### config.mk
export PLATFORM = sky130hd
export DESIGN_NAME = dmxsf_ram
export DESIGN_NICKNAME = d
export VERILOG_FILES = /design/src/rtl/dmxsf_ram.sv
export SDC_FILE = /design/constraint.sdc
export NUM_CORES = 2
export LEC_CHECK = 0
export BUFFER_PORTS_ARGS = -buffer_cell sky130_fd_sc_hd__clkbuf_2
export CAP_MARGIN = 25
export CORE_MARGIN = 10
export CORE_UTILIZATION = 50
export CTS_BUF_LIST = sky130_fd_sc_hd__clkbuf_4 sky130_fd_sc_hd__clkbuf_8
export CTS_CLUSTER_DIAMETER = 80
export DETAILED_ROUTE_END_ITERATION = 10
export MAX_ROUTING_LAYER = met4
export PLACE_DENSITY = 0.65
export SLEW_MARGIN = 20
export SYNTH_ARGS = -nofsm -noshare
export SYNTH_HDL_FRONTEND = slang
export SYNTH_SLANG_ARGS = --single-unit
### constraint.sdc
create_clock -name clk_i -period 2.9 [get_ports clk_i]
set_input_delay 0.58 -clock clk_i [delete_from_list [all_inputs] [get_ports clk_i]]
set_output_delay 0.58 -clock clk_i [all_outputs]
set_load 0.01 [all_outputs]
### src/rtl/dmxsf_ram.sv
// Generic single-clock RAM with one write port and one registered read port.
// No dependencies.
`default_nettype none

module dmxsf_ram #(
  parameter int unsigned WIDTH = 8,
  parameter int unsigned DEPTH = 256,
  localparam int unsigned AW = (DEPTH > 1) ? $clog2(DEPTH) : 1
) (
  input  wire logic             clk_i,
  input  wire logic             we_i,
  input  wire logic [AW-1:0]    waddr_i,
  input  wire logic [WIDTH-1:0] wdata_i,
  input  wire logic             re_i,
  input  wire logic [AW-1:0]    raddr_i,
  output logic      [WIDTH-1:0] rdata_o
);

  logic [WIDTH-1:0] mem_q [DEPTH];

  always_ff @(posedge clk_i) begin
    if (we_i) begin
      mem_q[waddr_i] <= wdata_i;
    end
    if (re_i) begin
      rdata_o <= mem_q[raddr_i];
    end
  end

endmodule

`default_nettype wire
==> qor.txt <==
Num CTS Buffers -> 337
Worst Hold Class -> in -> reg
Max clock buf depth -> 4
Final Hold Fails -> 0
first-iteration detailed-routing DRC count -> 5,224
Setup WS post-layout -> 46.0 ps
Slowest cell on crit path -> nor3_1
total core area -> 158,000 um^2
clock latency on the worst-skew pair -> 1040 ps
synthesis-stage register bit count -> 2,056
Worst Max-Slew Pin Slew -> 1050 ps
first-pass GRT wire length -> 296,000 um
Routed WL per cell -> 29.6 um
die area -> 176,000 um^2
initial antenna violation count -> 6
CP bufs+invs -> 1
IO Port Bufs -> 34
max_cap viols -> 0
Die X -> 419 um
Die Height -> 419 um
Multi-input gate area -> 16,500 um^2
Critical Path Start Type -> flip-flop
Nets -> 4,567
largest net degree at the start of global routing -> 111
Overflow after GRT -> 0
number of global-route vias before repair -> 42,483
vias per cell -> 6.08
Rel. slew slack -> 29.3%
I/O Pins -> 35
CTS Sinks -> 2,056
Synth Flop Type -> edfxtp_1
Setup Skew -> 73.7 ps
top cells by instance count after synthesis -> edfxtp_1 (2,056), mux4_2 (454), nor2_1 (282)
share of cells above drive strength 1 -> 35.0%
Filler Cell Count -> 11,366
cell with the most instances after synthesis -> edfxtp_1
critical path's largest stage delay -> 830 ps
Setup violations, final -> 0
Max Fclk -> 350 MHz
CTS tree -> built
synthesized instance count -> 3,733
period utilization -> 98.4%
GP Congestion -> 0.873
dpl ws -> -1080 ps
Final Max Slew Viols -> 0
area of the mapped netlist -> 79,600 um^2
Crit path max-delay family -> simple AND/OR/NAND/NOR gates
status -> finished, final reports clean
Vias -> 41,602
DRT Pass-1 Iters -> 5
Routed Antenna Nets -> 0
post-synthesis sequential area ratio -> 77.5%
Reg clk slew, reported paths -> 60 ps
RSZ-0062 raised after global routing -> no
DPL Wire Length -> 129,000 um
CTS H-tree depth -> 5
Critical Path RT -> 3580 ps
PD cells -> 646 nW/um^2
Cell Rows -> 146
Final Util -> 58.9%
number of flops mapped to enable cells by yosys -> 2,056
CTS Root Cell -> clkbuf_8
CP arrival -> 3540 ps
Crit Path Max Fanout -> 1
Synth area leaders -> edfxtp_1 (78%), mux4_2 (13%), mux2i_1 (1.7%)
CP cell instances -> mux4_2, a22o_1, a221oi_2, buf_4, o32ai_2, nor3_1, nor4_2
Tmin final -> 2850 ps
Cell variety after synth -> 54
Yosys Warn Count -> 0
Leak -> 30.5 nW
Hold WS -> 145 ps
synthesized area per cell -> 21.3 um^2
final WL -> 202,000 um
Starting Density -> 50.3%
GRT Total Usage -> 23.8%
Synth Net Count -> 3,760
CP Class -> reg -> reg
DRC viols -> 0
Synth async-reset ratio -> 0%
post-synth top area cell -> edfxtp_1
area occupied by registers -> 61,700 um^2
top cell type's share of synthesized area -> 77.5%
Layout area overhead -> 17.2%
VDD IR max -> 0.510 mV
Crit. End Element -> flip-flop
-- state kept, by name (all words and copies together) (netlist names) --
| register | count |
|---|---|
| rdata_o | 8 |
| mem_q | 2048 |
-- path summary, 6_finish.rpt --
path	start	end	slack (ps)	cells after the start
hold reg to reg	mem_q[33][5]$_DFFE_PP_	rdata_o[5]$_DFFE_PP_	1050	7
setup / recovery	mem_q[83][6]$_DFFE_PP_	rdata_o[6]$_DFFE_PP_	50	7
setup reg to reg	mem_q[83][6]$_DFFE_PP_	rdata_o[6]$_DFFE_PP_	50	7
hold / removal	wdata_i[5]	mem_q[112][5]$_DFFE_PP_	150	1
-- stage by stage --
stage	power (W)	setup TNS, ps	instance area, um^2	instances
6_report	0.0603	0	93300	6839
5_1_grt	0.0623	0	93300	6839
4_1_cts	0.0607	0	93300	6833
3_3_place_gp	0.0368	-8230	87000	6261
3_5_place_dp	0.0368	-6900	87000	6265
2_1_floorplan	0.0350	0	79600	3733
-- report_power, final --
part,total (W),internal [W],leakage (nW),switching (W)
clock network,0.0241,0.0131,3.32,0.0110
registers,0.0328,0.0328,18.5,0.0000373
logic,0.00338,0.00136,8.69,0.00202
total,0.0603,0.0472,30.5,0.0131
-- cell type report --
type / count / share of cell area [%]
clock buffer: 439 / 5.84
timing repair buffer: 701 / 6.68
multi-input combinational: 1442 / 17.7
antenna: 6 / 0.0161
inverter: 2 / 0.00804
clock inverter: 121 / 0.847
tap: 2072 / 2.78
sequential: 2056 / 66.1
-- cells in the final DEF, fill, tap and decap left out, drive strengths merged, types with 8 or more instances in the layout --
| master | n |
|---|---|
| a221oi | 14 |
| nand3 | 34 |
| nand2b | 8 |
| a21oi | 96 |
| dlygate4sd3 | 8 |
| a22oi | 133 |
| nand2 | 33 |
| o211ai | 10 |
| nand4 | 10 |
| nor4 | 27 |
| clkinv | 106 |
| o22ai | 28 |
| o221ai | 47 |
| a211oi | 16 |
| o21ai | 12 |
| edfxtp | 2056 |
| nor2 | 282 |
| a22o | 8 |
| nor3 | 22 |
| bufinv | 10 |
| nor2b | 31 |
| clkbuf | 462 |
| mux4 | 456 |
| mux2i | 134 |
| buf | 670 |
-- routing by layer --
metal | GRT usage [%] | share of wire, % | vias up
li1 | - | - | 17347
met2 | 36.8 | 49 | 2028
met5 | - | 0 | -
met4 | 7.47 | 2.9 | 0
met3 | 4.59 | 8.3 | 383
met1 | 32.3 | 40 | 21844
-- repair_timing --
action	in CTS	in global routing
buffers inserted	0	0
hold endpoints to repair	194	0
setup endpoints to repair	3	0
hold buffers	8	0
resized for setup	3	0
-- logic make-up after synthesis --
logic type / Yosys count / synth area share [%]
AO/OA/AOI/OAI: 385 / 3.42
buffers and inverters: 235 / 1.83
flip-flops: 2056 / 77.5
multiplexers: 591 / 14.6
AND/OR/NAND/NOR: 466 / 2.63
Power figures use the tool's default switching activity.
